**src/hw/rtl/assert_macros.svh**
```systemverilog
// assertion helpers
`ifndef ASSERT_MACROS_SVH
`define ASSERT_MACROS_SVH
`define ASSERT_CLK(lbl, clk, rst_n, prop) \
    lbl: assert property (@(posedge clk) disable iff (!rst_n) prop) else $error("assertion failed");
`define ASSERT_IMPL(lbl, clk, rst_n, a, b) \
    lbl: assert property (@(posedge clk) disable iff (!rst_n) (a) |-> (b)) else $error("implication failed");
`endif

```
**src/hw/rtl/teq_pkg.sv**
```systemverilog
`timescale 1ns / 1ps
`default_nettype none
package teq_pkg;
    localparam int QUEUE_DEPTH_DEF = 16;
    localparam int TAG_BITS_DEF = 16;
    localparam int TIME_W = 63;
    localparam logic [TIME_W-1:0] LIMIT_RESET = 63'd86400000000000000;
    localparam logic [1:0] K_SCHED = 2'd0;
    localparam logic [1:0] K_CANCEL = 2'd1;
    localparam logic [1:0] K_NEXT = 2'd2;
    localparam logic [2:0] ST_SCHEDULED = 3'd0;
    localparam logic [2:0] ST_FULL = 3'd1;
    localparam logic [2:0] ST_CANCELLED = 3'd2;
    localparam logic [2:0] ST_NOT_FOUND = 3'd3;
    localparam logic [2:0] ST_FIRED = 3'd4;
    localparam logic [2:0] ST_LIMIT = 3'd5;
    localparam logic [2:0] ST_EMPTY = 3'd6;
    typedef struct packed {
        logic load;
        logic clr_pos;
        logic ld_tail;
        logic inc_pos;
        logic rd_ord;
        logic rd_prev;
        logic rd_ent;
        logic shift_up;
        logic shift_dn;
        logic ins;
        logic drop_cnt;
        logic set_now_head;
        logic set_now_lim;
        logic done;
        logic [2:0] status;
    } t_cmd;
    typedef struct packed {
        logic [1:0] kind;
        logic full;
        logic empty;
        logic h_valid;
        logic pos_end;
        logic pos_zero;
        logic le;
        logic match;
        logic head_lim;
    } t_sts;
endpackage
`default_nettype wire

```
**src/hw/rtl/teq_dp.sv**
```systemverilog
`timescale 1ns / 1ps
`default_nettype none
module teq_dp #(
    parameter int QUEUE_DEPTH = 16,
    parameter int TAG_BITS = 16
) (
    input  wire logic i_clk,
    input  wire logic i_rst_n,
    input  wire logic i_cfg_we,
    input  wire logic [62:0] i_cfg_data,
    input  wire logic [1:0] i_kind,
    input  wire logic [62:0] i_event_time,
    input  wire logic [15:0] i_event_tag,
    input  wire logic [3:0] i_handle,
    input  wire teq_pkg::t_cmd i_cmd,
    output teq_pkg::t_sts o_sts,
    output logic o_strobe,
    output logic [2:0] o_status,
    output logic [3:0] o_slot,
    output logic [62:0] o_fired_time,
    output logic [15:0] o_fired_tag,
    output logic [62:0] o_now_time,
    output logic [4:0] o_pending
);
    import teq_pkg::*;
    localparam int SW = (QUEUE_DEPTH > 1) ? $clog2(QUEUE_DEPTH) : 1;
    localparam int CW = $clog2(QUEUE_DEPTH + 1);

    logic [62:0] r_etime [QUEUE_DEPTH];
    logic [TAG_BITS-1:0] r_etag [QUEUE_DEPTH];
    logic [SW-1:0] r_ord [QUEUE_DEPTH];
    logic [QUEUE_DEPTH-1:0] r_valid;
    logic [CW-1:0] r_cnt, r_pos;
    logic [62:0] r_now, r_limit, r_t;
    logic [TAG_BITS-1:0] r_tag;
    logic [1:0] r_kind;
    logic [3:0] r_h;
    logic [SW-1:0] r_free, r_oslot, r_ordrd;
    logic [62:0] r_rtime;
    logic [TAG_BITS-1:0] r_rtag;
    logic r_strobe;
    logic [2:0] r_status;
    logic [3:0] r_slot;
    logic [62:0] r_ftime;
    logic [15:0] r_ftag;

    logic [SW-1:0] free_idx;
    logic free_any;
    logic [SW-1:0] pos_i, pos_m1;
    logic h_in;
    logic [31:0] tag_ext;

    always_comb begin
        free_idx = '0;
        free_any = 1'b0;
        for (int k = QUEUE_DEPTH - 1; k >= 0; k--) begin
            if (!r_valid[k]) begin
                free_idx = SW'(k);
                free_any = 1'b1;
            end
        end
    end

    assign pos_i = r_pos[SW-1:0];
    assign pos_m1 = SW'(r_pos - CW'(1));
    assign h_in = (32'(r_h) < 32'(QUEUE_DEPTH));
    assign tag_ext = 32'(r_rtag);

    assign o_sts.kind = r_kind;
    assign o_sts.full = (r_cnt >= CW'(QUEUE_DEPTH)) || !free_any;
    assign o_sts.empty = (r_cnt == '0);
    assign o_sts.h_valid = h_in && r_valid[SW'(r_h)];
    assign o_sts.pos_end = (r_pos >= r_cnt);
    assign o_sts.pos_zero = (r_pos == '0);
    assign o_sts.le = (r_rtime <= r_t);
    assign o_sts.match = (32'(r_ordrd) == 32'(r_h));
    assign o_sts.head_lim = (r_rtime >= r_limit);

    always_ff @(posedge i_clk) begin
        if (!i_rst_n) begin
            r_valid <= '0;
            r_cnt <= '0;
            r_now <= '0;
            r_limit <= LIMIT_RESET;
            r_strobe <= 1'b0;
        end else begin
            r_strobe <= i_cmd.done;
            if (i_cfg_we) begin
                r_limit <= i_cfg_data;
            end
            if (i_cmd.ins) begin
                r_ord[pos_i] <= r_free;
                r_etime[r_free] <= r_t;
                r_etag[r_free] <= r_tag;
                r_valid[r_free] <= 1'b1;
                r_cnt <= r_cnt + CW'(1);
            end
            if (i_cmd.drop_cnt) begin
                r_cnt <= r_cnt - CW'(1);
                r_valid[r_oslot] <= 1'b0;
            end
            if (i_cmd.set_now_head) begin
                r_now <= r_rtime;
            end
            if (i_cmd.set_now_lim) begin
                r_now <= r_limit;
            end
            if (i_cmd.shift_up) begin
                r_ord[pos_i] <= r_ord[pos_m1];
            end
            if (i_cmd.shift_dn) begin
                r_ord[pos_i] <= r_ord[SW'(r_pos + CW'(1))];
            end
        end
    end

    always_ff @(posedge i_clk) begin
        if (i_cmd.load) begin
            r_kind <= i_kind;
            r_t <= i_event_time;
            r_tag <= TAG_BITS'(i_event_tag);
            r_h <= i_handle;
            r_free <= free_idx;
        end
        if (i_cmd.clr_pos) begin
            r_pos <= '0;
        end else if (i_cmd.ld_tail) begin
            r_pos <= r_cnt;
        end else if (i_cmd.inc_pos) begin
            r_pos <= r_pos + CW'(1);
        end else if (i_cmd.shift_up) begin
            r_pos <= r_pos - CW'(1);
        end
        if (i_cmd.rd_ord) begin
            r_ordrd <= r_ord[pos_i];
        end else if (i_cmd.rd_prev) begin
            r_ordrd <= r_ord[pos_m1];
        end
        if (i_cmd.rd_ent) begin
            r_oslot <= r_ordrd;
            r_rtime <= r_etime[r_ordrd];
            r_rtag <= r_etag[r_ordrd];
        end
        if (i_cmd.done) begin
            r_status <= i_cmd.status;
            r_slot <= 4'(i_cmd.status == ST_SCHEDULED ? r_free :
                         (i_cmd.status == ST_FIRED ? r_oslot : '0));
            r_ftime <= (i_cmd.status == ST_FIRED) ? r_rtime : '0;
            r_ftag <= (i_cmd.status == ST_FIRED) ? tag_ext[15:0] : '0;
        end
    end

    assign o_strobe = r_strobe;
    assign o_status = r_status;
    assign o_slot = r_slot;
    assign o_fired_time = r_ftime;
    assign o_fired_tag = r_ftag;
    assign o_now_time = r_now;
    assign o_pending = 5'(r_cnt);

    `include "assert_macros.svh"
    `ASSERT_CLK(a_cnt_range, i_clk, i_rst_n, r_cnt <= CW'(QUEUE_DEPTH))
    `ASSERT_IMPL(a_cnt_valid, i_clk, i_rst_n, r_strobe, 32'($countones(r_valid)) == 32'(r_cnt))
    `ASSERT_IMPL(a_one_op, i_clk, i_rst_n, i_cmd.ins, !i_cmd.drop_cnt && !i_cmd.shift_dn)
endmodule
`default_nettype wire

```
**src/hw/rtl/teq_ctrl.sv**
```systemverilog
`timescale 1ns / 1ps
`default_nettype none
module teq_ctrl (
    input  wire logic i_clk,
    input  wire logic i_rst_n,
    input  wire logic i_start,
    input  wire teq_pkg::t_sts i_sts,
    output teq_pkg::t_cmd o_cmd,
    output logic o_busy
);
    import teq_pkg::*;
    localparam logic [3:0] S_IDLE = 4'd0;
    localparam logic [3:0] S_DISP = 4'd1;
    localparam logic [3:0] S_SRD = 4'd2;
    localparam logic [3:0] S_SENT = 4'd3;
    localparam logic [3:0] S_SCMP = 4'd4;
    localparam logic [3:0] S_SINS = 4'd6;
    localparam logic [3:0] S_CRD = 4'd7;
    localparam logic [3:0] S_CCMP = 4'd8;
    localparam logic [3:0] S_DROP = 4'd9;
    localparam logic [3:0] S_NRD = 4'd10;
    localparam logic [3:0] S_NENT = 4'd11;
    localparam logic [3:0] S_NDEC = 4'd12;

    logic [3:0] r_state, n_state;
    logic r_fire, n_fire;

    always_comb begin
        o_cmd = '0;
        n_state = r_state;
        n_fire = r_fire;
        case (r_state)
            S_IDLE: begin
                if (i_start) begin
                    o_cmd.load = 1'b1;
                    n_state = S_DISP;
                end
            end
            S_DISP: begin
                case (i_sts.kind)
                    K_SCHED: begin
                        if (i_sts.full) begin
                            o_cmd.done = 1'b1;
                            o_cmd.status = ST_FULL;
                            n_state = S_IDLE;
                        end else begin
                            o_cmd.ld_tail = 1'b1;
                            n_state = S_SRD;
                        end
                    end
                    K_CANCEL: begin
                        o_cmd.clr_pos = 1'b1;
                        if (!i_sts.h_valid) begin
                            o_cmd.done = 1'b1;
                            o_cmd.status = ST_NOT_FOUND;
                            n_state = S_IDLE;
                        end else begin
                            n_state = S_CRD;
                        end
                    end
                    K_NEXT: begin
                        o_cmd.clr_pos = 1'b1;
                        if (i_sts.empty) begin
                            o_cmd.done = 1'b1;
                            o_cmd.status = ST_EMPTY;
                            n_state = S_IDLE;
                        end else begin
                            n_state = S_NRD;
                        end
                    end
                    default: begin
                        o_cmd.done = 1'b1;
                        o_cmd.status = ST_NOT_FOUND;
                        n_state = S_IDLE;
                    end
                endcase
            end
            // walk from the tail, moving later entries up one place
            S_SRD: begin
                if (i_sts.pos_zero) begin
                    n_state = S_SINS;
                end else begin
                    o_cmd.rd_prev = 1'b1;
                    n_state = S_SENT;
                end
            end
            S_SENT: begin
                o_cmd.rd_ent = 1'b1;
                n_state = S_SCMP;
            end
            S_SCMP: begin
                if (i_sts.le) begin
                    n_state = S_SINS;
                end else begin
                    o_cmd.shift_up = 1'b1;
                    n_state = S_SRD;
                end
            end
            S_SINS: begin
                o_cmd.ins = 1'b1;
                o_cmd.done = 1'b1;
                o_cmd.status = ST_SCHEDULED;
                n_state = S_IDLE;
            end
            S_CRD: begin
                o_cmd.rd_ord = 1'b1;
                n_state = S_CCMP;
            end
            S_CCMP: begin
                if (i_sts.match) begin
                    o_cmd.rd_ent = 1'b1;
                    n_fire = 1'b0;
                    n_state = S_DROP;
                end else if (i_sts.pos_end) begin
                    o_cmd.done = 1'b1;
                    o_cmd.status = ST_NOT_FOUND;
                    n_state = S_IDLE;
                end else begin
                    o_cmd.inc_pos = 1'b1;
                    n_state = S_CRD;
                end
            end
            S_NRD: begin
                o_cmd.rd_ord = 1'b1;
                n_state = S_NENT;
            end
            S_NENT: begin
                o_cmd.rd_ent = 1'b1;
                n_state = S_NDEC;
            end
            S_NDEC: begin
                if (i_sts.head_lim) begin
                    o_cmd.set_now_lim = 1'b1;
                    o_cmd.done = 1'b1;
                    o_cmd.status = ST_LIMIT;
                    n_state = S_IDLE;
                end else begin
                    o_cmd.set_now_head = 1'b1;
                    n_fire = 1'b1;
                    n_state = S_DROP;
                end
            end
            S_DROP: begin
                if (i_sts.pos_end) begin
                    o_cmd.drop_cnt = 1'b1;
                    o_cmd.done = 1'b1;
                    o_cmd.status = r_fire ? ST_FIRED : ST_CANCELLED;
                    n_state = S_IDLE;
                end else begin
                    o_cmd.shift_dn = 1'b1;
                    o_cmd.inc_pos = 1'b1;
                end
            end
            default: begin
                n_state = S_IDLE;
            end
        endcase
    end

    always_ff @(posedge i_clk) begin
        if (!i_rst_n) begin
            r_state <= S_IDLE;
            r_fire <= 1'b0;
        end else begin
            r_state <= n_state;
            r_fire <= n_fire;
        end
    end

    assign o_busy = (r_state != S_IDLE);

    `include "assert_macros.svh"
    `ASSERT_IMPL(a_done_idle, i_clk, i_rst_n, o_cmd.done, n_state == S_IDLE)
    `ASSERT_IMPL(a_load_idle, i_clk, i_rst_n, o_cmd.load, r_state == S_IDLE)
    `ASSERT_IMPL(a_busy, i_clk, i_rst_n, i_start && !o_busy, ##1 o_busy)
endmodule
`default_nettype wire

```
**src/hw/rtl/timed_event_queue_unit.sv**
```systemverilog
`timescale 1ns / 1ps
`default_nettype none
// channel   | handshake          | payload
// item in   | i_start & !o_busy  | i_kind i_event_time i_event_tag i_handle
// result    | o_strobe           | o_status o_slot o_fired_time o_fired_tag o_now_time o_pending
// config    | i_cfg_we           | i_cfg_data
// After acceptance, a rejected item ends at dispatch; schedule compares entries from
// the tail, moving each later one up, and inserts at its place or at the head; cancel
// searches from the head, then closes up behind the match; take next stops at the
// limit, else fires the head and closes up. The strobe follows the last busy cycle.
// Reset is synchronous; results show for one cycle and cannot stall.
module timed_event_queue_unit #(
    parameter int QUEUE_DEPTH = teq_pkg::QUEUE_DEPTH_DEF,
    parameter int TAG_BITS = teq_pkg::TAG_BITS_DEF
) (
    input  wire logic i_clk,
    input  wire logic i_rst_n,
    input  wire logic i_start,
    output logic o_busy,
    input  wire logic i_cfg_we,
    input  wire logic [62:0] i_cfg_data,
    input  wire logic [1:0] i_kind,
    input  wire logic [62:0] i_event_time,
    input  wire logic [15:0] i_event_tag,
    input  wire logic [3:0] i_handle,
    output logic o_strobe,
    output logic [2:0] o_status,
    output logic [3:0] o_slot,
    output logic [62:0] o_fired_time,
    output logic [15:0] o_fired_tag,
    output logic [62:0] o_now_time,
    output logic [4:0] o_pending
);
    import teq_pkg::*;
    t_cmd cmd;
    t_sts sts;

    teq_ctrl u_ctrl (
        .i_clk(i_clk), .i_rst_n(i_rst_n), .i_start(i_start),
        .i_sts(sts), .o_cmd(cmd), .o_busy(o_busy)
    );
    teq_dp #(.QUEUE_DEPTH(QUEUE_DEPTH), .TAG_BITS(TAG_BITS)) u_dp (
        .i_clk(i_clk), .i_rst_n(i_rst_n), .i_cfg_we(i_cfg_we),
        .i_cfg_data(i_cfg_data), .i_kind(i_kind), .i_event_time(i_event_time),
        .i_event_tag(i_event_tag), .i_handle(i_handle), .i_cmd(cmd), .o_sts(sts),
        .o_strobe(o_strobe), .o_status(o_status), .o_slot(o_slot),
        .o_fired_time(o_fired_time), .o_fired_tag(o_fired_tag),
        .o_now_time(o_now_time), .o_pending(o_pending)
    );
endmodule
`default_nettype wire

```
**config.mk**
```make
export PLATFORM = sky130hd
export DESIGN_NAME = timed_event_queue_unit
export DESIGN_NICKNAME = d
export VERILOG_FILES = /design/src/hw/rtl/teq_pkg.sv /design/src/hw/rtl/teq_dp.sv /design/src/hw/rtl/teq_ctrl.sv /design/src/hw/rtl/timed_event_queue_unit.sv
export VERILOG_INCLUDE_DIRS = /design/src /design/src/hw/rtl
export SDC_FILE = /design/constraint.sdc
export NUM_CORES = 2
export LEC_CHECK = 0
export BUFFER_PORTS_ARGS = -buffer_cell sky130_fd_sc_hd__buf_2
export CORE_MARGIN = 10
export CORE_UTILIZATION = 45
export CTS_BUF_LIST = sky130_fd_sc_hd__clkbuf_4 sky130_fd_sc_hd__clkbuf_8
export DETAILED_ROUTE_END_ITERATION = 16
export PLACE_DENSITY_LB_ADDON = 0.08
export SLEW_MARGIN = 40
export SYNTH_ARGS = -nofsm -noshare
export SYNTH_HDL_FRONTEND = slang
export SYNTH_SLANG_ARGS = --single-unit
```
**constraint.sdc**
```tcl
create_clock -name i_clk -period 5.1 [get_ports i_clk]
set_clock_uncertainty 0.15 [all_clocks]
set_input_delay 1.02 -clock i_clk [delete_from_list [all_inputs] [get_ports i_clk]]
set_output_delay 1.02 -clock i_clk [all_outputs]
set_load 0.03 [all_outputs]
```
==> flow_summary.yaml <==
global_routing:
  grt_antenna_before_repair: 10
  grtUsageTotal: 0.224
  grt_use_met2: 0.379
  grt_max_degree: 100
  grt_pass1_wl_um: 280000
  grt_pass1_vias: 38293
  grt_util_met1: 0.299
  met3_usage: 0.0326
  grt-busiest-layer: "met2"
  overflow: 0
floorplanning:
  core_area_um2: 154000
  fp.dieH_um: 415
  ios: 308
  initial_utilization: 0.454
  die_x_um: 415
  die_area_um2: 172000
  rows: 144
critical_path:
  reg2reg_to: "u_dp.o_now_time[35]"
  cp-start-kind: "register"
  reg2regPathDepth: 11
  crit_arrival_ns: 5.03
  cp.required_ns: 5.77
  r2r_setup_slack_ns: 0.73
  crit_path_end_kind: "register"
  path_class: "reg2reg"
  path_max_fanout: 21
  reg2reg_from: "u_dp.r_rtime[10]"
synth:
  syn-num-nets: 3863
  synthesis.area_um2: 70000
  synth_edf_count: 1590
  ys_ff_latch: 1752
  synth_flop_cell: "edfxtp_1"
  yosysSeqAreaShare: 0.728
  netlist_top_cells_area: "edfxtp_1 (68%), mux4_2 (15%), dfxtp_1 (4.6%), ha_1 (2.5%), mux2i_1 (1.5%)"
  ys_types: 71
  yosys-top-cells-count: "edfxtp_1 (1590), mux4_2 (460), dfxtp_1 (162), a21oi_1 (152), inv_1 (145)"
  synth.most_common_cell: "edfxtp_1"
  synth_top_area_cell: "edfxtp_1"
  synth_top_area_frac: 0.682
  syn_inst: 3568
  syn_avg_cell_area_um2: 19.6
  yosys_warnings: 0
  synthArstFlopShare: 0
power:
  p_per_area_nw_per_um2: 391
  vdd_ir_drop_max_mv: 0.252
  total_power_mw: 31.8
  leakage_nw: 28.0
routing:
  first_pass_iters: 6
  drt_iter0_drc: 3625
  post_drt_wl_per_cell_um: 30.3
  drc: 0
  via_per_inst: 5.75
  ant_nets: 0
  routed_wl_um: 195000
  vias: 36996
sta:
  drv_slew: 0
  min_period_ns: 4.37
  hold_viol_final: 0
  fin_ws_ns: 0.734
  setup_viol: 0
  max_clock_freq_ghz: 0.229
  fin_crit_sh: 0.856
  slew_headroom: 0.352
  tightest_slew_ns: 0.971
  rsz0062_at_grt: "no"
hold_path:
  hold_path_depth: 1
  hold_path.class: "in2reg"
  min_to: "u_dp.r_t[6]"
  min-delay-start: "i_event_time[6]"
placement:
  placed_cells: 5876
  place_area_um2: 75200
  numPortBuffers: 307
  gp_congestion: 0.807
  pre_cts_slack_ns: 0.678
  post-dp-hpwl_um: 116000
status:
  status: "finished clean"
clocking:
  post_cts_buffers: 0
  clk_path_buf_depth: 4
  htree_levels: 5
  insertion_delay_ns: 1.00
  cts_inserted_buffers: 310
  root_buffer: "clkbuf_8"
  clock_sinks: 1752
  path_clk_slew_ns: 0.06
  tritoncts: "built"
layout:
  design_area_um2: 81300
  syn_to_final_growth_pct: 16.1
  fin_util: 0.527
  drive_gt1_frac: 0.322
  multi_input_area_um2: 18000
  fin_cells: 6432
  fillers: 12351
  seqCellArea_um2: 51000
  finish.net_count: 4470
job:
  cap_violations: 0
flip-flops by register name, summed over array words and instances, names as in the netlist, 63 cells and up, named ones only:
signal	count
u_dp.r_etag	256
u_dp.r_rtime	63
u_dp.o_now_time	63
u_dp.r_t	63
u_dp.o_fired_time	63
u_dp.r_limit	63
u_dp.r_ord	64
u_dp.r_etime	1008
layout make-up:
| class | instances | share of cell area |
|---|---|---|
| multi-input cells | 1493 | 0.221 |
| diodes | 6 | 0.000185 |
| inverters | 146 | 0.00677 |
| flip-flops and latches | 1752 | 0.627 |
| repair buffers | 472 | 0.0427 |
| well taps | 2044 | 0.0315 |
| clock inverters | 85 | 0.00594 |
| clock buffers | 434 | 0.0649 |
routing by layer:
layer  routed length [um]  up-vias  share of wire
li1                     -    15831              -
met1                80600    19617           0.41
met2                99200     1228           0.51
met3                 9480      316          0.049
met4                 5620        4          0.029
met5                   16        -       0.000082
critical path: stages, from the launching register on:
cell and delay (ns):
edfxtp_1 0.49, ha_1 0.35, a21oi_1 0.11, o21ai_0 0.14
a221oi_2 0.63, a31oi_1 0.26, buf_4 0.19, nor3_1 0.52
o41a_4 0.45, buf_4 0.43, mux2i_1 0.35, a21oi_1 0.11
timing repair:
| action | CTS | global route |
|---|---|---|
| setup endpoints to repair | 0 | 0 |
| resized for setup | 0 | 0 |
| hold endpoints to repair | 29 | 0 |
| hold buffers | 29 | 0 |
cells in the final DEF, fill, tap and decap left out, types with 44 or more instances in the layout:
master / Yosys / layout
edfxtp_1: 1590 / 1590
mux4_2: 460 / 460
clkbuf_8: 0 / 323
buf_2: 16 / 305
dfxtp_1: 162 / 159
a21oi_1: 152 / 152
inv_1: 145 / 145
ha_1: 142 / 142
clkbuf_4: 0 / 111
mux2i_1: 106 / 106
nand2_1: 97 / 96
o21ai_0: 91 / 90
and3_1: 87 / 86
buf_4: 0 / 85
clkinv_1: 1 / 63
nor2_1: 70 / 54
nor2b_1: 50 / 50
buf_12: 0 / 44
kinds of logic after synthesis:
logic type               Yosys count  synth area share
adder cells (fa/ha/maj)          143            0.0256
AND/OR/NAND/NOR                  405            0.0301
buffers and inverters            323            0.0187
AO/OA/AOI/OAI                    360            0.0320
flip-flops                      1752             0.728
XOR/XNOR                          14           0.00175
multiplexers                     571             0.164
worst max-delay path by stage:
| stage | slack, ns | startpoint | end | cells past startpoint |
|---|---|---|---|---|
| 3_5_place_dp | 0.68 | u_dp.r_rtime[8] | u_dp.o_now_time[35] | 11 |
| 2_1_floorplan | -0.47 | u_ctrl.r_state[2] | u_dp.r_etag[0][0] | 5 |
| 3_3_place_gp | 0.27 | u_dp.r_rtime[4] | u_dp.o_now_time[62] | 12 |
| 4_1_cts | 0.68 | u_dp.r_rtime[10] | u_dp.o_now_time[35] | 11 |
| 6_report | 0.73 | u_dp.r_rtime[10] | u_dp.o_now_time[35] | 11 |
| 5_1_grt | 0.62 | u_dp.r_t[30] | u_dp.r_ord[11][0] | 11 |
through the flow:
| step | hold WS, ns | TNS [ns] |
|---|---|---|
| 2_1_floorplan | 0.274 | -148.64 |
| 3_3_place_gp | 0.341 | 0 |
| 3_5_place_dp | 0.343 | 0 |
| 4_1_cts | 0.000252 | 0 |
| 5_1_grt | 0.0105 | 0 |
| 6_report | 0.0859 | 0 |
report_power, final:
group	internal [mW]	leakage (nW)	switching (mW)	total, mW
Sequential	16.2	15.7	0.459	16.7
Combinational	1.16	9.25	1.57	2.72
Clock	6.86	3.06	5.47	12.3
No activity file was read; power rests on OpenSTA's default activity.
